===== src/rtl/csqrt_pkg.sv =====
// Shared types and constants for the complex square root block.
package csqrt_pkg;

    localparam int DATA_W     = 32;
    localparam int ROOT_R_W   = 31;
    localparam int HALF_SHIFT = 15;

    typedef struct packed {
        logic signed [DATA_W-1:0] real_part;
        logic signed [DATA_W-1:0] imag_part;
    } op_item_t;

    typedef struct packed {
        logic        [ROOT_R_W-1:0] root_real;
        logic signed [DATA_W-1:0]   root_imag;
    } res_item_t;

    // Operand after classification: magnitudes and the flags that pick the branch.
    typedef struct packed {
        logic [DATA_W-1:0] mag_a;
        logic [DATA_W-1:0] mag_b;
        logic              a_pos;
        logic              b_neg;
        logic              zero;
    } cls_item_t;

endpackage


===== src/rtl/csqrt_queue.sv =====
// Short first-in first-out queue between the front end and the datapath.
module csqrt_queue
    import csqrt_pkg::*;
#(
    parameter int DEPTH = 4
)
(
    input  logic      clk,
    input  logic      rst_n,
    input  logic      push_valid,
    output logic      push_ready,
    input  cls_item_t push_data,
    output logic      pop_valid,
    input  logic      pop_ready,
    output cls_item_t pop_data
);

    localparam int PTR_W = $clog2(DEPTH);
    localparam int CNT_W = $clog2(DEPTH + 1);

    cls_item_t        mem_reg [0:DEPTH-1];
    logic [PTR_W-1:0] wr_ptr_reg;
    logic [PTR_W-1:0] rd_ptr_reg;
    logic [CNT_W-1:0] count_reg;
    logic [CNT_W-1:0] count_next;
    logic             push;
    logic             pop;

    assign push_ready = count_reg != CNT_W'(DEPTH);
    assign pop_valid  = count_reg != '0;
    assign pop_data   = mem_reg[rd_ptr_reg];
    assign push       = push_valid && push_ready;
    assign pop        = pop_valid && pop_ready;
    assign count_next = count_reg + CNT_W'(push) - CNT_W'(pop);

    always_ff @(posedge clk or negedge rst_n)
    begin
        if (!rst_n)
        begin
            wr_ptr_reg <= '0;
            rd_ptr_reg <= '0;
            count_reg  <= '0;
        end
        else
        begin
            if (push)
            begin
                wr_ptr_reg <= (wr_ptr_reg == PTR_W'(DEPTH - 1)) ? '0 : wr_ptr_reg + 1'b1;
            end
            if (pop)
            begin
                rd_ptr_reg <= (rd_ptr_reg == PTR_W'(DEPTH - 1)) ? '0 : rd_ptr_reg + 1'b1;
            end
            count_reg <= count_next;
        end
    end

    always_ff @(posedge clk)
    begin
        if (push)
        begin
            mem_reg[wr_ptr_reg] <= push_data;
        end
    end

endmodule


===== config.mk =====
export PLATFORM = sky130hd
export DESIGN_NAME = csqrt_queue
export DESIGN_NICKNAME = d
export VERILOG_FILES = /design/src/rtl/csqrt_pkg.sv /design/src/rtl/csqrt_queue.sv
export SDC_FILE = /design/constraint.sdc
export NUM_CORES = 1
export LEC_CHECK = 0
export ABC_AREA = 0
export ABC_CLOCK_PERIOD_IN_PS = 7900
export BUFFER_PORTS_ARGS = -buffer_cell sky130_fd_sc_hd__buf_2
export CAP_MARGIN = 20
export CORE_AREA = 3 3 140 129
export DETAILED_ROUTE_END_ITERATION = 8
export DIE_AREA = 0 0 143 132
export GPL_TIMING_DRIVEN = 0
export PLACE_DENSITY = 0.93
export SLEW_MARGIN = 20
export SYNTH_ARGS = -nofsm -noshare
export SYNTH_HDL_FRONTEND = slang
export SYNTH_SLANG_ARGS = --single-unit

===== constraint.sdc =====
create_clock -name clk -period 7.9 [get_ports clk]
set_clock_uncertainty 0.2 [all_clocks]
set_input_delay 0.79 -clock clk [delete_from_list [all_inputs] [get_ports clk]]
set_output_delay 0.79 -clock clk [all_outputs]
set_load 0.01 [all_outputs]

==> flow_metrics.tcl, run 1 <==
set metrics [dict create \
    antenna_left 0 \
    critPathKind "register to output port" \
    ios 140 \
    worst_setup_path_end_kind "output port" \
    arrival_ns 2.18 \
    tritoncts "yes" \
    p_leak_nw 4.18 \
    detail_route.vias_per_cell 5.81 \
    post-route-min-period_ns 3.17 \
    num_vias 4590 \
    syn_nets 468 \
    setup_tns_ns 0 \
    hp-class "input port to register" \
    core_area_um2 16700 \
    hold_viol_final 0 \
    status "finished, final reports clean" \
    cap_viol_max_count 0 \
    dp_hpwl_mm 11.5 \
    critPathMaxStageDelay_ns 0.37 \
    fin_crit_sh_pct 40.1 \
    cts_buffer_depth 3 \
    fin_util_pct 72.0 \
    setup_ws_ns 4.73 \
    dr.pass1.iters 5 \
    root_buffer "clkbuf_16" \
    yosysWarnings 0 \
    worstPathMaxFanout 10 \
    synth.distinct_cells 19 \
    first_iter_violations 269 \
    clkSlewWorstSetupHoldPaths_ns 0.06 \
    die_area_um2 18900 \
    cp-startpoint "rd_ptr_reg[1]" \
    drt-total-wl_mm 18.0 \
    cts_htree_levels 1 \
    pre_cts_slack_ns 5.23 \
    drc_errors 0 \
    crit_path_top_delay_cell "mux4_2" \
    die_h_um 132 \
    start_util_pct 60.5 \
    drive_gt1_share_pct 46.4 \
    irDropWorstVdd_mv 0.283 \
    p_per_area_nw_per_um2 380 \
    grt_max_degree 47 \
    layoutNonFillerInstCount 790 \
    avgSynthCellArea_um2 26.0 \
    synth_cells 389 \
    hp-start "push_data[50]" \
    crit_buf_inv 4 \
    critPathLaunchType "register" \
    grt_antenna_before_repair 2 \
    slew_violations 0 \
    gr-total-overflow 0 \
    synth_seq_cells 275 \
    worstMarginPinSlew_ns 0.710 \
    nets 641 \
    syn-cell-area_um2 10100 \
    holdWs_ns 0.284 \
    gp_congestion 0.733 \
    num_rows 45 \
    crit_top_cell "buf_2" \
    cp_top_family "buffers and inverters" \
    grt_util_all_layers_pct 19.6 \
    path_cells "buf_2, buf_2, buf_2, mux4_2, buf_2" \
    required_ns 6.91 \
    slew-limit-headroom_pct 52.6 \
    finalSetupViolCount 0 \
    io_buffers 139 \
    largest_register_ffs 268 \
    dp_cells 743 \
    timing.rr.start "count_reg[1]" \
    wl_per_cell_um 22.8 \
    cts.sinks 275 \
    ys_seq_area_share_pct 81.3 \
    grt_pass1_vias 5066 \
    cts_made_buffers 27 \
    fmax_mhz 316 \
    clk_latency_ns 0.52 \
    area_delta_synth_final_pct 19.1 \
    grt_pass1_wl_mm 28.2 \
    die_w_um 143 \
    rsz0062_at_grt "false" \
]
-- report_power, final --
part | total (W) | switching, W | internal [W]
registers | 0.00200 | 0.0000740 | 0.00193
clock network | 0.00120 | 0.000487 | 0.000709
logic | 0.00138 | 0.000727 | 0.000655
-- synth_stat cells --
| cell | instances | area, um2 |
|---|---|---|
| clkbuf_1 | 3 | 11.3 |
| or3_1 | 1 | 6.26 |
| mux2_2 | 4 | 45.0 |
| fa_1 | 1 | 20.0 |
| dfrtp_1 | 7 | 175 |
| buf_2 | 6 | 30.0 |
| buf_6 | 1 | 11.3 |
| or3b_1 | 1 | 8.76 |
| and3_1 | 4 | 25.0 |
| nand2_1 | 1 | 3.75 |
| buf_4 | 5 | 37.5 |
| ha_1 | 7 | 87.6 |
| nand2_2 | 1 | 6.26 |
| inv_1 | 6 | 22.5 |
| xnor2_1 | 2 | 17.5 |
| edfxtp_1 | 268 | 8050 |
| buf_12 | 2 | 40.0 |
| mux4_2 | 67 | 1510 |
| nor2_1 | 2 | 7.51 |
-- routing by layer --
layer / track usage, % / wire length [um] / up-vias
li1: - / - / 2012
met1: 27.3 / 7380 / 2384
met2: 32.3 / 9220 / 162
met3: 4.03 / 1050 / 30
met4: 5.54 / 344 / 2
met5: 0 / 7 / -
-- final cells by class --
class                   instances  area (um2)
diodes                          1        2.50
plain buffers                  17         130
clock buffers                  37         733
clock inverters                 8        95.1
fillers                       947        4680
inverters                       6        22.5
multi-input cells              91        1760
flip-flops and latches        275        8220
well taps                     211         264
repair buffers                144         816
-- worst paths after layout --
| kind | slack (ns) | endpoint | cells after the start |
|---|---|---|---|
| max | 4.73 | pop_data[60] | 5 |
| min | 0.28 | mem_reg[3][50] | 1 |
| max reg2reg | 5.34 | count_reg[2] | 10 |
| min reg2reg | 0.30 | count_reg[2] | 1 |
| max in group asynchronous | 6.89 | rd_ptr_reg[1] | 2 |
| min in group asynchronous | 0.44 | count_reg[2] | 2 |
-- per-stage QoR --
stage | area [um2] | total power (W)
final | 12000 | 0.00458
after global routing | 12000 | 0.00480
after detailed placement | 11200 | 0.00344
after floorplan | 10100 | 0.00292
after global placement | 11100 | 0.00336
after CTS | 12000 | 0.00465
-- timing repair --
| item | CTS | global route |
|---|---|---|
| setup buffers | 0 | 0 |
| hold endpoints to repair | 7 | 0 |
| endpoints found under the setup margin | 0 | 0 |
| hold buffers | 1 | 0 |
| resized for setup | 0 | 0 |
-- cells by family (layout without fill, tap and decap cells) --
kind of cell,after synthesis,count (layout),synth area share [%]
XOR/XNOR,2,2,0.173
adder cells (fa/ha/maj),8,8,1.06
buffers and inverters,23,212,1.51
flip-flops,275,275,81.3
multiplexers,71,71,15.4
other,0,1,0
AND/OR/NAND/NOR,10,10,0.569
-- placed cells by master (no fill, tap or decap), drive strengths merged --
master and count:
edfxtp 268, nand2 2, or3 1, fa 1, bufinv 2, diode 1
xnor2 2, nor2 2, dfrtp 7, ha 7, clkbuf 40, buf 157
inv 8, mux4 67, or3b 1, and3 4, dlygate4sd3 1, clkinv 4
mux2 4
Power figures use the tool's default switching activity.
==> run 2: changes to the inputs <==
--- a/config.mk
+++ b/config.mk
@@ -6,14 +6,14 @@
 export NUM_CORES = 1
 export LEC_CHECK = 0
 export ABC_AREA = 0
-export ABC_CLOCK_PERIOD_IN_PS = 7900
+export ABC_CLOCK_PERIOD_IN_PS = 2900
 export BUFFER_PORTS_ARGS = -buffer_cell sky130_fd_sc_hd__buf_2
 export CAP_MARGIN = 20
-export CORE_AREA = 3 3 140 129
+export CORE_AREA = 3 3 153 140
 export DETAILED_ROUTE_END_ITERATION = 8
-export DIE_AREA = 0 0 143 132
+export DIE_AREA = 0 0 156 143
 export GPL_TIMING_DRIVEN = 0
-export PLACE_DENSITY = 0.93
+export PLACE_DENSITY = 0.84
 export SLEW_MARGIN = 20
 export SYNTH_ARGS = -nofsm -noshare
 export SYNTH_HDL_FRONTEND = slang
==> constraint.sdc (replaced) <==
create_clock -name clk -period 2.9 [get_ports clk]
set_clock_uncertainty 0.2 [all_clocks]
set_input_delay 0.29 -clock clk [delete_from_list [all_inputs] [get_ports clk]]
set_output_delay 0.29 -clock clk [all_outputs]
set_load 0.01 [all_outputs]
==> run 2 against run 1 <==
  * Clock-buffer cell count decreased by 6
  * Die area rose by 18%
  * Utilization is 7.8 points lower
  * Hold slack gained 0.016 ns
  * Largest cell class unchanged
==> flow_metrics.tcl, run 2 (synthesized netlist as in run 1, its figures left out) <==
set metrics [dict create \
    status "finished, final reports clean" \
    worst_setup_path_end_kind "output port" \
    min_path_cells 1 \
    fin_crit_sh_pct 92.4 \
    layoutNonFillerInstCount 907 \
    hp-class "register to register" \
    nets 711 \
    post-route-min-period_ns 2.68 \
    fmax_mhz 373 \
    hold_viol_final 0 \
    crit_top_cell "buf_2" \
    area_delta_synth_final_pct 26.6 \
    worstMarginPinSlew_ns 0.696 \
    core_area_um2 19900 \
    grt_antenna_before_repair 0 \
    clk_latency_ns 0.51 \
    io_buffers 139 \
    internal_power_w 0.00905 \
    setup_tns_ns 0 \
    first_iter_violations 272 \
    tritoncts "yes" \
    pwr-share-comb_pct 30.3 \
    path_cells "buf_2, buf_2, buf_2, mux4_2, buf_2" \
    drt-total-wl_mm 19.2 \
    swShare_pct 28.5 \
    drc_errors 0 \
    gp_congestion 0.696 \
    highest_layer "met4" \
    drive_gt1_share_pct 41.8 \
    dr.pass1.iters 4 \
    cts_made_buffers 27 \
    detail_route.vias_per_cell 5.36 \
    reg2reg_depth 10 \
    route.met2.wl_mm 10.0 \
    cts_buffer_depth 3 \
    timing.rr.start "count_reg[1]" \
    cp-startpoint "rd_ptr_reg[1]" \
    cts_resized 0 \
    gr-total-overflow 0 \
    met3WireLength_um 953 \
    p_leak_nw 4.47 \
    slew-limit-headroom_pct 53.6 \
    irDropWorstVdd_mv 0.853 \
    slew_violations 0 \
    power_frac_clock_pct 26.7 \
    critPathMaxStageDelay_ns 0.37 \
    wl_per_cell_um 21.2 \
    root_buffer "clkbuf_16" \
    grt_max_degree 38 \
    largest_register_ffs 268 \
    power.switching_w 0.00361 \
    hp-start "count_reg[2]" \
    num_vias 4864 \
    start_util_pct 50.8 \
    grt_pass1_wl_mm 30.2 \
    m1WireLength_mm 7.84 \
    ios 140 \
    cap_viol_max_count 0 \
    grt_util_all_layers_pct 17.6 \
    p_seq_share_pct 43.0 \
    rsz0062_at_grt "false" \
    num_rows 49 \
    cts.sinks 275 \
    dp_hpwl_mm 11.2 \
    finalSetupViolCount 0 \
    grt_pass1_vias 5482 \
    critPathLaunchType "register" \
    required_ns 2.41 \
    arrival_ns 2.19 \
    dp_cells 787 \
    die_w_um 156 \
    die_h_um 143 \
    die_area_um2 22300 \
    p_per_area_nw_per_um2 989 \
    layout_commonest_cell "edfxtp_1" \
    worstPathMaxFanout 10 \
    final_cell_mix "edfxtp_1 (268), buf_2 (145), dlygate4sd3_1 (71)" \
    crit_path_top_delay_cell "mux4_2" \
    cts_htree_levels 1 \
    clkSlewWorstSetupHoldPaths_ns 0.06 \
    holdWs_ns 0.300 \
    critPathKind "register to output port" \
    antenna_left 0 \
]
-- run 2: cell count changes in the layout (fill, tap and decap cells not counted), sizes merged --
| cell | change |
|---|---|
| clkbuf | -6 |
| clkinv | +7 |
| bufinv | +1 |
| dlygate4sd3 | +70 |
| clkinvlp | +1 |
-- run 2: critical path: cells and delay by family (launching register included) --
kind | cells | cell delay [ns]
DFF | 1 | 0.35
buffers and inverters | 4 | 0.95
muxes | 1 | 0.37
-- run 2: worst paths after layout --
path / end / slack, ns
hold / removal: count_reg[2] / 0.30
max in group asynchronous: count_reg[1] / 1.68
setup reg to reg: count_reg[2] / 0.32
hold reg to reg: count_reg[2] / 0.30
setup / recovery: pop_data[48] / 0.22
min in group asynchronous: wr_ptr_reg[0] / 0.56
-- run 2: area by class of cell --
type / instances / area (um2)
diodes: 1 / 2.50
plain buffers: 17 / 130
clock buffers: 31 / 691
clock inverters: 17 / 171
fillers: 1269 / 7120
inverters: 6 / 22.5
multi-input cells: 91 / 1760
flip-flops and latches: 275 / 8220
well taps: 255 / 319
repair buffers: 214 / 1490
-- run 2: metrics by stage --
stage | setup WS, ns | total power (W) | cell area [um2] | utilization, %
floorplan | 0.492 | 0.00791 | 10100 | -
global placement | 0.119 | 0.00916 | 11100 | 55.9
detailed placement | 0.323 | 0.00938 | 11200 | 56.3
CTS | 0.135 | 0.0128 | 12800 | 64.2
global route | 0.0732 | 0.0133 | 12800 | 64.2
finish | 0.222 | 0.0127 | 12800 | 64.3
-- run 2: power by group through the flow --
stage,logic [W],registers [W],clock network (W)
after floorplan,0.00245,0.00547,0
after global placement,0.00365,0.00551,0
after detailed placement,0.00385,0.00553,0
after CTS,0.00393,0.00545,0.00345
after global routing,0.00416,0.00551,0.00362
final,0.00384,0.00544,0.00338
-- run 2: timing repair --
action,in CTS,in global routing
buffers inserted,0,0
hold buffers,71,0
hold endpoints to repair,279,0
setup endpoints to repair,0,0
-- run 2: per-layer routing --
layer / vias up / global-route usage [%]
met4: 0 / 4.46
met5: - / 0
met3: 38 / 3.79
li1: 2154 / -
met2: 158 / 30.6
met1: 2514 / 23.0
==> run 3: changes to the inputs <==
--- a/config.mk
+++ b/config.mk
@@ -13,6 +13,7 @@
 export DETAILED_ROUTE_END_ITERATION = 8
 export DIE_AREA = 0 0 156 143
 export GPL_TIMING_DRIVEN = 0
+export MAX_ROUTING_LAYER = met4
 export PLACE_DENSITY = 0.84
 export SLEW_MARGIN = 20
 export SYNTH_ARGS = -nofsm -noshare
==> run 3 against run 2 <==
  * Final cell count unchanged
  * Routed wire length decreased by 0.28%
  * Setup slack got worse by 0.0015 ns
  * Critical path depth stayed put
  * Register-to-register slack barely moved
  * Largest power group unchanged
==> flow_metrics.tcl, run 3 (synthesized netlist as in run 1, its figures left out) <==
set metrics [dict create \
    grt_pass1_vias 5487 \
    slew_violations 0 \
    grt_max_degree 38 \
    finalSetupViolCount 0 \
    crit_path_top_delay_cell "mux4_2" \
    clk_latency_ns 0.51 \
    largest_register_ffs 268 \
    tritoncts "yes" \
    die_w_um 156 \
    io_buffers 139 \
    cap_viol_max_count 0 \
    arrival_ns 2.19 \
    required_ns 2.41 \
    cts_resized 0 \
    path_cells "buf_2, buf_2, buf_2, mux4_2, buf_2" \
    placed_cell_area_um2 11200 \
    setup_tns_ns 0 \
    drc_errors 0 \
    r2r_end "count_reg[2]" \
    gr-total-overflow 0 \
    die_area_um2 22300 \
    grt_util_all_layers_pct 18.2 \
    wl_per_cell_um 21.1 \
    crit_top_cell "buf_2" \
    worst_setup_path_end_kind "output port" \
    ios 140 \
    grt_antenna_before_repair 0 \
    status "finished, final reports clean" \
    min_path_cells 1 \
    core_area_um2 19900 \
    die_h_um 143 \
    num_rows 49 \
    rsz0062_at_grt "false" \
    cts.sinks 275 \
    critPathLaunchType "register" \
    first_iter_violations 277 \
    critPathKind "register to output port" \
    antenna_left 0 \
    drive_gt1_share_pct 41.8 \
    final_cell_mix "edfxtp_1 (268), buf_2 (145), dlygate4sd3_1 (71)" \
    r2r_setup_slack_ns 0.33 \
    root_buffer "clkbuf_16" \
    num_vias 4856 \
    dp_hpwl_mm 11.2 \
    slew-limit-headroom_pct 53.1 \
    critPathMaxStageDelay_ns 0.37 \
    irDropWorstVdd_mv 0.850 \
    detail_route.vias_per_cell 5.35 \
    worstPathMaxFanout 10 \
    whs_endpoint "count_reg[2]" \
    area_delta_synth_final_pct 26.6 \
    layoutNonFillerInstCount 907 \
    drt-total-wl_mm 19.2 \
    fmax_mhz 373 \
    setup_ws_ns 0.220 \
    reg2reg_depth 10 \
    dp_cells 787 \
    cts_made_buffers 27 \
    hold_viol_final 0 \
    cts_htree_levels 1 \
    post_cts_buffers 0 \
    p_per_area_nw_per_um2 989 \
    hp-class "register to register" \
    gp_congestion 0.703 \
    grt_pass1_wl_mm 30.2 \
    hp-start "count_reg[2]" \
    start_util_pct 50.8 \
    worstMarginPinSlew_ns 0.704 \
    cts_buffer_depth 3 \
    dr.pass1.iters 4 \
    fin_crit_sh_pct 92.4 \
    nets 711 \
    clkSlewWorstSetupHoldPaths_ns 0.06 \
    pre_cts_slack_ns 0.323 \
    timing.rr.start "count_reg[1]" \
    layout_commonest_cell "edfxtp_1" \
    design_area_um2 12800 \
    p_leak_nw 4.47 \
    post-route-min-period_ns 2.68 \
]
## run 3: cell counts in the layout (fill, tap and decap cells not counted)
Identical to the previous run, type by type.
## run 3: what timing repair did
action | 4_1_cts | 5_1_grt
setup endpoints to repair | 0 | 0
hold endpoints to repair | 279 | 0
hold buffers | 71 | 0
## run 3: power by group
| part | switching [W] | internal [W] |
|---|---|---|
| Combinational | 0.00202 | 0.00182 |
| Clock | 0.00140 | 0.00198 |
| Sequential | 0.000192 | 0.00525 |
| Total | 0.00361 | 0.00905 |
## run 3: worst max path at each step
stage | start | to | slack [ns] | depth (start not counted)
detailed placement | count_reg[1] | count_reg[2] | 0.32 | 10
floorplan | count_reg[1] | count_reg[2] | 0.49 | 10
finish | rd_ptr_reg[1] | pop_data[48] | 0.22 | 5
global placement | count_reg[2] | mem_reg[0][10] | 0.12 | 3
global route | rd_ptr_reg[1] | pop_data[62] | 0.07 | 5
CTS | rd_ptr_reg[1] | pop_data[47] | 0.13 | 5
## run 3: cell type report
| type | count | area, um2 |
|---|---|---|
| fillers | 1269 | 7120 |
| clock buffers | 31 | 691 |
| well taps | 255 | 319 |
| multi-input cells | 91 | 1760 |
| flip-flops and latches | 275 | 8220 |
| repair buffers | 214 | 1490 |
| plain buffers | 17 | 130 |
| clock inverters | 17 | 171 |
| inverters | 6 | 22.5 |
| diodes | 1 | 2.50 |
## run 3: worst max-delay path, delay by kind of cell, from the launching register on
kind / cells / cell delay (ns)
buffers and inverters: 4 / 0.95
flip-flops: 1 / 0.35
multiplexers: 1 / 0.37
## run 3: routing by layer
layer  wire, um  share of wire [%]  up-vias  global-route usage [%]
li1           -                  -     2152                       -
met1       7840                 41     2519                    23.1
met5          0                  0        -                       -
met2      10000                 52      148                    30.7
met4        386                2.0        0                    4.46
met3        910                4.7       37                    3.55
## run 3: through the flow
stage / total power, W / hold slack (ns) / utilization [%]
after floorplan: 0.00791 / -0.206 / -
final: 0.0127 / 0.300 / 64.3
after CTS: 0.0128 / 0.281 / 64.2
after global placement: 0.00916 / -0.0742 / 55.9
after detailed placement: 0.00938 / -0.0663 / 56.3
after global routing: 0.0133 / 0.306 / 64.2
