### src/rtl/csqrt_pkg.sv
// Shared types and constants for the complex square root block.
package csqrt_pkg;

    localparam int DATA_W     = 32;
    localparam int ROOT_R_W   = 31;
    localparam int HALF_SHIFT = 15;

    typedef struct packed {
        logic signed [DATA_W-1:0] real_part;
        logic signed [DATA_W-1:0] imag_part;
    } op_item_t;

    typedef struct packed {
        logic        [ROOT_R_W-1:0] root_real;
        logic signed [DATA_W-1:0]   root_imag;
    } res_item_t;

    // Operand after classification: magnitudes and the flags that pick the branch.
    typedef struct packed {
        logic [DATA_W-1:0] mag_a;
        logic [DATA_W-1:0] mag_b;
        logic              a_pos;
        logic              b_neg;
        logic              zero;
    } cls_item_t;

endpackage

### src/rtl/csqrt_front.sv
// Front end: accepts operands, takes magnitudes and sets the branch flags.
module csqrt_front
    import csqrt_pkg::*;
(
    input  logic      clk,
    input  logic      rst_n,
    input  logic      op_valid,
    output logic      op_ready,
    input  op_item_t  op_data,
    output logic      push_valid,
    input  logic      push_ready,
    output cls_item_t push_data
);

    cls_item_t cls_reg;
    cls_item_t cls_next;
    logic      vld_reg;

    always_comb
    begin
        cls_next.mag_a = op_data.real_part[DATA_W-1] ? (~op_data.real_part + 1'b1)
                                                     : op_data.real_part;
        cls_next.mag_b = op_data.imag_part[DATA_W-1] ? (~op_data.imag_part + 1'b1)
                                                     : op_data.imag_part;
        cls_next.a_pos = !op_data.real_part[DATA_W-1] && (op_data.real_part != '0);
        cls_next.b_neg = op_data.imag_part[DATA_W-1];
        cls_next.zero  = (op_data.real_part == '0) && (op_data.imag_part == '0);
    end

    assign op_ready   = !vld_reg || push_ready;
    assign push_valid = vld_reg;
    assign push_data  = cls_reg;

    always_ff @(posedge clk or negedge rst_n)
    begin
        if (!rst_n)
        begin
            vld_reg <= 1'b0;
        end
        else if (op_ready)
        begin
            vld_reg <= op_valid;
        end
    end

    always_ff @(posedge clk)
    begin
        if (op_ready && op_valid)
        begin
            cls_reg <= cls_next;
        end
    end

endmodule

### config.mk
export PLATFORM = sky130hd
export DESIGN_NAME = csqrt_front
export DESIGN_NICKNAME = d
export VERILOG_FILES = /design/src/rtl/csqrt_pkg.sv /design/src/rtl/csqrt_front.sv
export SDC_FILE = /design/constraint.sdc
export NUM_CORES = 1
export LEC_CHECK = 0
export BUFFER_PORTS_ARGS = -buffer_cell sky130_fd_sc_hd__buf_2
export CAP_MARGIN = 20
export CORE_MARGIN = 2
export CORE_UTILIZATION = 40
export DETAILED_ROUTE_END_ITERATION = 10
export HOLD_SLACK_MARGIN = 0.15
export MAX_ROUTING_LAYER = met4
export PLACE_DENSITY = 0.67
export REMOVE_ABC_BUFFERS = 1
export SYNTH_ARGS = -nofsm -noshare
export SYNTH_HDL_FRONTEND = slang
export SYNTH_SLANG_ARGS = --single-unit
### constraint.sdc
create_clock -name clk -period 3.21 [get_ports clk]
set_clock_uncertainty 0.2 [all_clocks]
set_input_delay 0.4815 -clock clk [delete_from_list [all_inputs] [get_ports clk]]
set_output_delay 0.4815 -clock clk [all_outputs]
set_load 0.1 [all_outputs]
==> qor.yml, run 1 <==
status: "complete, no violations"
rr_endpoint: "push_data[24]"
cts_tree: "yes"
drc: 0
ir_drop_mv: 0.2281
fin_crit_ns: 2.559
rr_worst_depth: 3
place_inst: 521
reg2reg_slack_ns: 1.65
post_cts_buffers: 0
drtIter0Drc: 81
power_density_mw_per_mm2: 536.7
start_util_pct: 41.32
arrival_ns: 2.45
syn_inst: 284
hold_viol_final: 0
cts.sinks: 68
synth_edf_count: 67
fin_tns_setup_ns: 0
clk_latency_ns: 0.34
cap_violations: 0
holdPathEnd: "push_valid"
regArea_sq_mm: 0.002037
endpoint_kind: "register"
fillers: 759
design.die.area_sq_mm: 0.009784
hp-start: "push_ready"
netlist_top_cells_area: "edfxtp_1, xnor2_1, o31ai_1, o41ai_1, nand2_1"
netlist_area_sq_mm: 0.003603
die_w_um: 98.92
hpwl_mm: 6.049
ys_ff_latch: 68
finalNetCount: 500
drive_above_1_share_pct: 39.49
diodes: 0
slew_violations: 0
worst_slew_pin_slew_ns: 0.6817
leakage_nw: 1.720
multiInputGateArea_sq_mm: 0.001494
wire_per_inst_um: 15.21
clockBufferDepth: 2
syn2layout_area_growth_pct: 28.44
slew_headroom_pct: 54.55
async_flop_share_pct: 1.471
final_cell_area_sq_mm: 0.004628
clk_transition_reported_paths_ns: 0.08
rsz0062_at_grt: "false"
cts-htree-levels: 3
setup_viol: 0
drt_wl_total_mm: 8.226
rows: 34
hp-class: "input port to register"
final_cell_count_no_fill: 541
num_io_pins: 137
grt_pass1_vias: 2677
avgViaCountPerCell: 5.142
fin_crit_sh_pct: 79.71
placed_cell_area_sq_mm: 0.004400
synth_ff_type: "edfxtp_1"
grt_pass1_wl_mm: 12.97
yosysTopAreaCell: "edfxtp_1"
synth_top_area_share_pct: 55.83
r2r_start: "push_valid"
required_ns: 3.10
coreArea_sq_mm: 0.008721
grt.total_usage_pct: 17.28
gp_congestion: 0.7295
synth.distinct_cells: 35
hold_depth: 3
antenna_found_initial: 0
vias: 2782
cts-root-buf: "clkbuf_8"
yosysSeqAreaShare_pct: 56.53
grt_max_degree: 68
grt_overflow_total: 0
fmax_mhz: 390.8
critical_path_class: "input port to register"
path_max_fanout: 6
ant_nets: 0
synth_warnings: 0
start_kind: "input port"
numCtsBuffers: 9
utilization_pct: 53.07
drt_pre_antenna_iters: 4
port_buffers: 136
syn_area_per_cell_sq_um: 12.69
dieHeight_um: 98.92
final cells by class:
cell class	instances	share of cell area (%)
inverters	5	0.4055
multi-input cells	201	32.28
clock buffers	11	3.271
well taps	108	2.920
clock inverters	5	0.7840
flip-flops and latches	68	44.01
repair buffers	143	16.33
worst max-delay path, stage by stage:
cell and delay (ns):
dlygate4sd3_1 0.52, buf_2 0.13, or2_1 0.28, or4_1 0.49, o41ai_1 0.43, xnor2_1 0.10
power by group:
part	total (W)	internal, W	switching (W)
clock	0.000661	0.000322	0.000339
sequential	0.00107	0.00106	0.0000140
combinational	0.000749	0.000150	0.000600
total	0.00248	0.00153	0.000953
cell usage in the layout (no fill, tap or decap), drive strengths merged:
| cell type | Yosys | final |
|---|---|---|
| or4b | 1 | 1 |
| clkbuf | 6 | 11 |
| or3 | 8 | 8 |
| and4 | 1 | 1 |
| nor3 | 9 | 9 |
| nand3 | 5 | 5 |
| clkinv | 0 | 2 |
| edfxtp | 67 | 67 |
| buf | 4 | 139 |
| nand4b | 2 | 2 |
| o41ai | 16 | 16 |
| inv | 5 | 5 |
| dfrtp | 1 | 1 |
| nand2b | 8 | 8 |
| nor4 | 8 | 8 |
| ha | 4 | 4 |
| o31ai | 20 | 20 |
| a21oi | 1 | 1 |
| and2 | 1 | 1 |
| xnor2 | 58 | 58 |
| clkinvlp | 0 | 3 |
| or4 | 3 | 3 |
| and3 | 2 | 2 |
| dlygate4sd3 | 0 | 4 |
| or2 | 3 | 3 |
| nand2 | 21 | 21 |
| nand3b | 3 | 3 |
| nor2 | 10 | 10 |
| o21ai | 12 | 12 |
| nand4 | 5 | 5 |
kinds of logic (layout without fill, tap and decap cells):
logic type,count (synthesis),in the layout,share of synthesized area (%)
fa+ha+maj,4,4,1.389
compound gates,49,49,11.01
simple gates,90,90,14.93
xor+xnor,58,58,14.10
buf+inv,15,164,2.049
flops,68,68,56.53
synthesized netlist by cell type (3+ instances only):
cell type  number
clkbuf_1        6
edfxtp_1       67
ha_1            4
inv_1           5
nand2_1        21
nand2b_1        8
nand3_1         5
nand3b_1        3
nand4_1         4
nor2_1         10
nor3_1          9
nor4_1          6
o21ai_0        12
o31ai_1        20
o41ai_1        12
o41ai_2         3
or3_1           5
or3_2           3
xnor2_1        58
how the worst max path moves through the flow:
stage / startpoint / end / slack [ns] / cells past startpoint
after global routing: op_data[32] / push_data[62] / 0.49 / 6
after floorplan: push_valid / push_data[0] / -0.78 / 2
final: op_data[0] / push_data[32] / 0.65 / 6
after detailed placement: op_data[11] / push_data[24] / 0.46 / 6
after global placement: op_data[11] / push_data[24] / 0.49 / 6
after CTS: op_data[0] / push_data[32] / 0.65 / 6
layer usage:
layer / track usage [%] / up-vias / share of wire, %
li1: - / 1376 / -
met1: 22.80 / 1295 / 47
met2: 26.20 / 102 / 45
met3: 4.043 / 9 / 7.2
met4: 6.112 / 0 / 1.1
met5: - / - / 0
flip-flops by register name, summed over array words and instances, names as in the netlist:
| register | cells |
|---|---|
| push_data | 67 |
| push_valid | 1 |
per-stage QoR:
step	total power (W)	worst slack [ns]	hold WS, ns
after CTS	0.002507	0.6494	0.2197
final	0.002484	0.6513	0.2300
after floorplan	0.001673	-0.7769	-0.01409
after detailed placement	0.001841	0.4607	0.05926
after global placement	0.001834	0.4895	0.05601
after global routing	0.002581	0.4941	0.2358
timing repair:
item	in CTS	in global routing
endpoints found under the hold margin	4	0
hold buffers	4	0
gates resized for setup	0	0
(Power assumes the default switching activity.)
==> inputs of run 2 (changes only) <==
- clock period: 3.21 -> 2.5 ns (I/O delays scaled with it)
==> run 2 against run 1 <==
Register-to-register slack got worse by 0.71 ns. Die area unchanged. Sequential power is 29% higher. Sequential cell count stayed put. First-iteration DRC count is 15% higher.
==> qor.yml, run 2 (synthesis gave the netlist of run 1 again) <==
clk_transition_reported_paths_ns: 0.07  # about the same
numCtsBuffers: 9  # unchanged
antenna_found_initial: 0  # unchanged
r2r_start: "push_valid"
die_w_um: 98.92  # unchanged
mostFrequentLayoutCell: "buf_2"
required_ns: 2.38  # -0.72 ns
start_kind: "input port"
ant_nets: 0  # unchanged
hp-start: "op_data[15]"
fmax_mhz: 413.6
power.total_w: 0.003186  # +28%
grt_pass1_wl_mm: 13.97  # +7.7%
rows: 34  # unchanged
ir_drop_mv: 0.3584  # +57%
clk_latency_ns: 0.33  # about the same
drt_wl_total_mm: 8.798  # +7.0%
grt_pass1_vias: 2823  # +5.5%
critPathLaunch: "op_data[0]"
grt_max_degree: 68  # unchanged
diodes: 0  # unchanged
drc: 0  # unchanged
hold_viol_final: 0  # unchanged
critical_path_class: "input port to register"
post_cts_buffers: 0  # unchanged
endpoint_kind: "register"
cts-root-buf: "clkbuf_8"
drtIter0Drc: 93  # +15%
rsz0062_at_grt: "false"
syn2layout_area_growth_pct: 33.99
drt_pre_antenna_iters: 4  # unchanged
setup_viol: 0  # unchanged
hpwl_mm: 6.231  # +3.0%
avgViaCountPerCell: 5.219  # +1.5%
num_io_pins: 137  # unchanged
fin_crit_sh_pct: 96.71
design.die.area_sq_mm: 0.009784  # unchanged
clockBufferDepth: 2  # unchanged
grt_overflow_total: 0  # unchanged
cts-htree-levels: 3  # unchanged
finalNetCount: 521  # +4.2%
grt.total_usage_pct: 18.59  # +1.3 points
arrival_ns: 2.30  # -0.15 ns
worst_slew_pin_slew_ns: 0.6606  # -0.02110 ns
vias: 2933  # +5.4%
slew_headroom_pct: 55.96  # +1.4 points
power_density_mw_per_mm2: 659.9  # +23%
port_buffers: 136  # unchanged
final_cell_mix: "buf_2, edfxtp_1, xnor2_1, nand2_1, o31ai_1"
fin_tns_setup_ns: 0  # unchanged
cap_violations: 0  # unchanged
cts.sinks: 68  # unchanged
start_util_pct: 41.32  # unchanged
drive_above_1_share_pct: 38.55  # -0.95 points
coreArea_sq_mm: 0.008721  # unchanged
slew_violations: 0  # unchanged
largest_register_ffs: 67  # unchanged
status: "complete, no violations"
dieHeight_um: 98.92  # unchanged
cts_tree: "yes"
path_max_fanout: 4  # -2
placed_cell_area_sq_mm: 0.004458  # +1.3%
wire_per_inst_um: 15.65  # +3.0%
leakage_nw: 1.823  # +6.0%
gp_congestion: 0.8102  # +11%
hp-class: "input port to register"
final_cell_area_sq_mm: 0.004828  # +4.3%
fin_crit_ns: 2.418
-- run 2: worst paths after layout --
path                            slack, ns            end  cells past startpoint
worst max-delay path                 0.08  push_data[32]                      6
worst min-delay path                 0.17  push_data[18]                      2
worst max register to register       0.94   push_data[0]                      3
worst min register to register       0.85  push_data[64]                      3
max in group asynchronous            1.30     push_valid                      3
min in group asynchronous            0.69     push_valid                      3
-- run 2: area by class of cell --
class                   instances  area [sq um]
clock buffers                  14         162.7
well taps                     108         135.1
fillers                       776          3892
multi-input cells             201          1501
inverters                       5         18.77
repair buffers                164         963.4
flip-flops and latches         68          2037
clock inverters                 2         10.01
-- run 2: report_power, final --
group	switching, W	leakage, nW	internal, W
clock	0.000404	0.0905	0.000413
sequential	0.0000201	0.651	0.00136
combinational	0.000777	1.08	0.000211
total	0.00120	1.82	0.00199
-- run 2: critical path, cell delays in order --
cell           delay (ns)
dlygate4sd3_1        0.53
buf_2                0.14
or2_1                0.21
or4_1                0.48
o41ai_1              0.45
xnor2_1              0.10
-- run 2: repair_timing --
action,in CTS,in global routing
resized for setup,0,1
setup endpoints to repair,0,1
endpoints found under the hold margin,17,0
hold buffers,19,0
-- run 2: metal layers --
| metal | track usage [%] | vias to the layer above | part of all wire [%] |
|---|---|---|---|
| met5 | - | - | 0 |
| met4 | 6.217 | 0 | 1.1 |
| met3 | 4.397 | 10 | 8.2 |
| met2 | 29.21 | 113 | 49 |
| met1 | 23.76 | 1393 | 42 |
| li1 | - | 1417 | - |
-- run 2: stage by stage --
step	hold slack, ns	std cells	setup WS [ns]	util [%]
after global placement	-0.05042	527	0.1257	51.12
after global routing	0.1563	562	0.01248	55.37
final	0.1698	562	0.08235	55.37
after floorplan	-0.1206	274	-1.487	-
after detailed placement	-0.04896	527	0.06124	51.12
after CTS	0.1517	562	0.09125	55.28
==> inputs of run 3 (changes only) <==
--- a/config.mk
+++ b/config.mk
@@ -6,4 +6,5 @@
 export NUM_CORES = 1
 export LEC_CHECK = 0
+export ABC_AREA = 1
 export BUFFER_PORTS_ARGS = -buffer_cell sky130_fd_sc_hd__buf_2
 export CAP_MARGIN = 20
@@ -13,5 +14,5 @@
 export HOLD_SLACK_MARGIN = 0.15
 export MAX_ROUTING_LAYER = met4
-export PLACE_DENSITY = 0.67
+export PLACE_DENSITY = 0.66
 export REMOVE_ABC_BUFFERS = 1
 export SYNTH_ARGS = -nofsm -noshare
==> constraint.sdc (replaced) <==
create_clock -name clk -period 2.5 [get_ports clk]
set_clock_uncertainty 0.2 [all_clocks]
set_input_delay 0.125 -clock clk [delete_from_list [all_inputs] [get_ports clk]]
set_output_delay 0.125 -clock clk [all_outputs]
set_load 0.1 [all_outputs]
==> run 3 against run 2 <==
Worst setup slack better by 0.036 ns. Wire length rose by 36%. Largest cell class unchanged. Sequential share of layout area fell by 8.5 points.
==> qor.yml, run 3 <==
fin_crit_sh_pct: 95.27  # -1.4 points
syn2layout_area_growth_pct: 45.92
clk_latency_ns: 0.35  # +0.02 ns
grt_overflow_total: 0  # unchanged
critical_path_class: "input port to register"
clk_transition_reported_paths_ns: 0.07  # about the same
combPwrFrac_pct: 32.9  # +1.9 points
numCtsBuffers: 9  # unchanged
synth_warnings: 0  # unchanged
die_w_um: 105.8  # +6.9%
wire_per_inst_um: 13.56  # -13%
yosysTopAreaCell: "edfxtp_1"
required_ns: 2.41  # +0.03 ns
port_buffers: 136  # unchanged
cts-root-buf: "clkbuf_8"
fillers: 925  # +19%
cts.sinks: 68  # unchanged
p_int_w: 0.002148  # +8.2%
seqPwrFrac_pct: 40.0  # -3.3 points
clockBufferDepth: 2  # unchanged
leakage_nw: 2.631  # +44%
endpoint_kind: "register"
syn_area_per_cell_sq_um: 8.057  # -36%
critPathMaxStageDelay_ns: 0.55  # +0.02 ns
cap_violations: 0  # unchanged
dieHeight_um: 105.8  # +6.9%
grt_pass1_wl_mm: 19.37  # +39%
rsz0062_at_grt: "false"
drt_pre_antenna_iters: 4  # unchanged
design.die.area_sq_mm: 0.01118  # +14%
coreArea_sq_mm: 0.01018  # +17%
switching_share_pct: 37.56  # -0.14 points
hpwl_mm: 8.556  # +37%
async_flop_share_pct: 1.471  # unchanged
rows: 37  # +8.8%
multiInputGateArea_sq_mm: 0.001923  # +28%
utilization_pct: 59.34  # +4.0 points
drtIter0Drc: 142  # +53%
start_kind: "input port"
drt_wl_total_mm: 11.95  # +36%
largest_register_ffs: 67  # unchanged
place_inst: 780  # +48%
cts-htree-levels: 3  # unchanged
power_density_mw_per_mm2: 569.3  # -14%
fmax_mhz: 419.9  # +1.5%
diodes: 0  # unchanged
path_cells: "dlygate4sd3_1 -> buf_2 -> inv_1 -> ha_1 -> nand2_2 -> nor2_4 -> nor2_2 -> nor2_4 -> nand2_1 -> nand2_1 -> nand2_1 -> dlygate4sd3_1"
num_io_pins: 137  # unchanged
ys_ff_latch: 68  # unchanged
status: "complete, no violations"
crit_buf_inv: 4  # +2
grt.total_usage_pct: 22.84  # +4.3 points
vias: 4207  # +43%
drc: 0  # unchanged
mostFrequentLayoutCell: "nand2_1"
final_cell_mix: "nand2_1, buf_2, dlygate4sd3_1, nor2_1, edfxtp_1"
antenna_found_initial: 0  # unchanged
yosysMostFrequentCell: "nand2_1"
drive_above_1_share_pct: 25.10  # -13 points
crit_family: "buffers and inverters"
start_util_pct: 40.66  # -0.66 points
power_frac_clock_pct: 27.2  # +1.6 points
avgViaCountPerCell: 4.775  # -8.5%
yosysSeqAreaShare_pct: 49.18  # -7.3 points
synthTopCellsByCount: "nand2_1, nor2_1, edfxtp_1"
grt_pass1_vias: 4206  # +49%
syn_inst: 514  # +81%
finalNetCount: 812  # +56%
switching_power_w: 0.001292  # +7.6%
final_cell_count_no_fill: 881  # +57%
path_common_cell: "nand2_1"
synth_edf_count: 67  # unchanged
synth.distinct_cells: 25  # -29%
arrival_ns: 2.29  # about the same
slew_violations: 0  # unchanged
hold_viol_final: 0  # unchanged
path_max_fanout: 5  # +1
fin_crit_ns: 2.382  # -0.03590 ns
ir_drop_mv: 0.2686  # -25%
worst_slew_pin_slew_ns: 0.5144  # -0.1462 ns
cts_tree: "yes"
slowest_stage: "dlygate4sd3_1"
synth_ff_type: "edfxtp_1"
setup_viol: 0  # unchanged
slew_headroom_pct: 65.94  # +10 points
regArea_sq_mm: 0.002037  # unchanged
synth_top_area_share_pct: 48.58  # -7.3 points
netlist_area_sq_mm: 0.004141  # +15%
netlist_top_cells_area: "edfxtp_1, nand2_1, nor2_1, nand3_1, xnor2_1"
gp_congestion: 0.9803  # +21%
grt_max_degree: 68  # unchanged
hp-class: "input port to register"
ant_nets: 0  # unchanged
==> run 3: cell count changes in the layout (fill, tap and decap cells not counted), moves of 20 or more <==
cell	previous run	this run
xnor2_1	58	21
inv_1	5	40
nand2_1	21	184
dlygate4sd3_1	19	83
nor2_1	10	78
nand3_1	5	37
o31ai_1	20	0
==> run 3: per-stage QoR <==
| stage | hold slack [ns] | instance area (sq um) | total power, W | setup TNS (ns) | worst slack (ns) |
|---|---|---|---|---|---|
| after floorplan | -0.3706 | 4093 | 0.002180 | -160.35 | -2.393 |
| after global placement | -0.3008 | 4982 | 0.002404 | 0 | 0.8018 |
| after detailed placement | -0.2976 | 4982 | 0.002413 | 0 | 0.7643 |
| after CTS | 0.2517 | 6016 | 0.003448 | 0 | 0.07090 |
| after global routing | 0.2892 | 6043 | 0.003575 | 0 | 0.003448 |
| final | 0.2565 | 6043 | 0.003440 | 0 | 0.1183 |
==> run 3: worst paths after layout <==
check	start	end	slack [ns]	depth (start not counted)
hold / removal	push_ready	push_data[35]	0.26	4
min in group asynchronous	rst_n	push_valid	0.39	3
max in group asynchronous	rst_n	push_valid	1.61	3
setup / recovery	op_data[1]	push_data[21]	0.12	12
setup reg to reg	push_valid	push_data[55]	1.01	2
hold reg to reg	push_valid	push_data[35]	0.71	2
==> run 3: worst min-delay path: stages <==
cell and delay [ns]:
buf_2 0.10, inv_1 0.09, a21oi_4 0.07, buf_12 0.22
==> run 3: cell type report <==
| cell class | count | share of cell area, % |
|---|---|---|
| inverter | 41 | 2.547 |
| timing repair buffer | 223 | 25.76 |
| sequential | 68 | 33.71 |
| clock buffer | 12 | 2.567 |
| multi-input combinational | 397 | 31.82 |
| tap | 136 | 2.816 |
| clock inverter | 4 | 0.7867 |
==> run 3: routing by layer <==
| metal | GRT usage, % | routed length (um) |
|---|---|---|
| met5 | - | 0 |
| met4 | 8.271 | 214 |
| met3 | 3.030 | 623 |
| met2 | 42.53 | 6296 |
| met1 | 24.73 | 4810 |
==> run 3: cells by family after synthesis <==
| logic type | synth area share, % |
|---|---|
| compound gates | 2.779 |
| xor+xnor | 6.345 |
| fa+ha+maj | 1.209 |
| buf+inv | 4.894 |
| flops | 49.18 |
| simple gates | 35.59 |
==> run 3: power by group through the flow <==
| stage | logic (W) | registers (W) | clock network, W |
|---|---|---|---|
| after CTS | 0.00112 | 0.00138 | 0.000953 |
| after global routing | 0.00119 | 0.00138 | 0.00100 |
| after detailed placement | 0.00101 | 0.00140 | 0 |
| after global placement | 0.00101 | 0.00140 | 0 |
| after floorplan | 0.000238 | 0.00194 | 0 |
| final | 0.00113 | 0.00137 | 0.000935 |
==> run 3: repair_timing <==
item	CTS	global route
resized for setup	0	4
hold endpoints to repair	69	0
hold buffers	83	0
buffers inserted	0	2
endpoints found under the setup margin	0	2
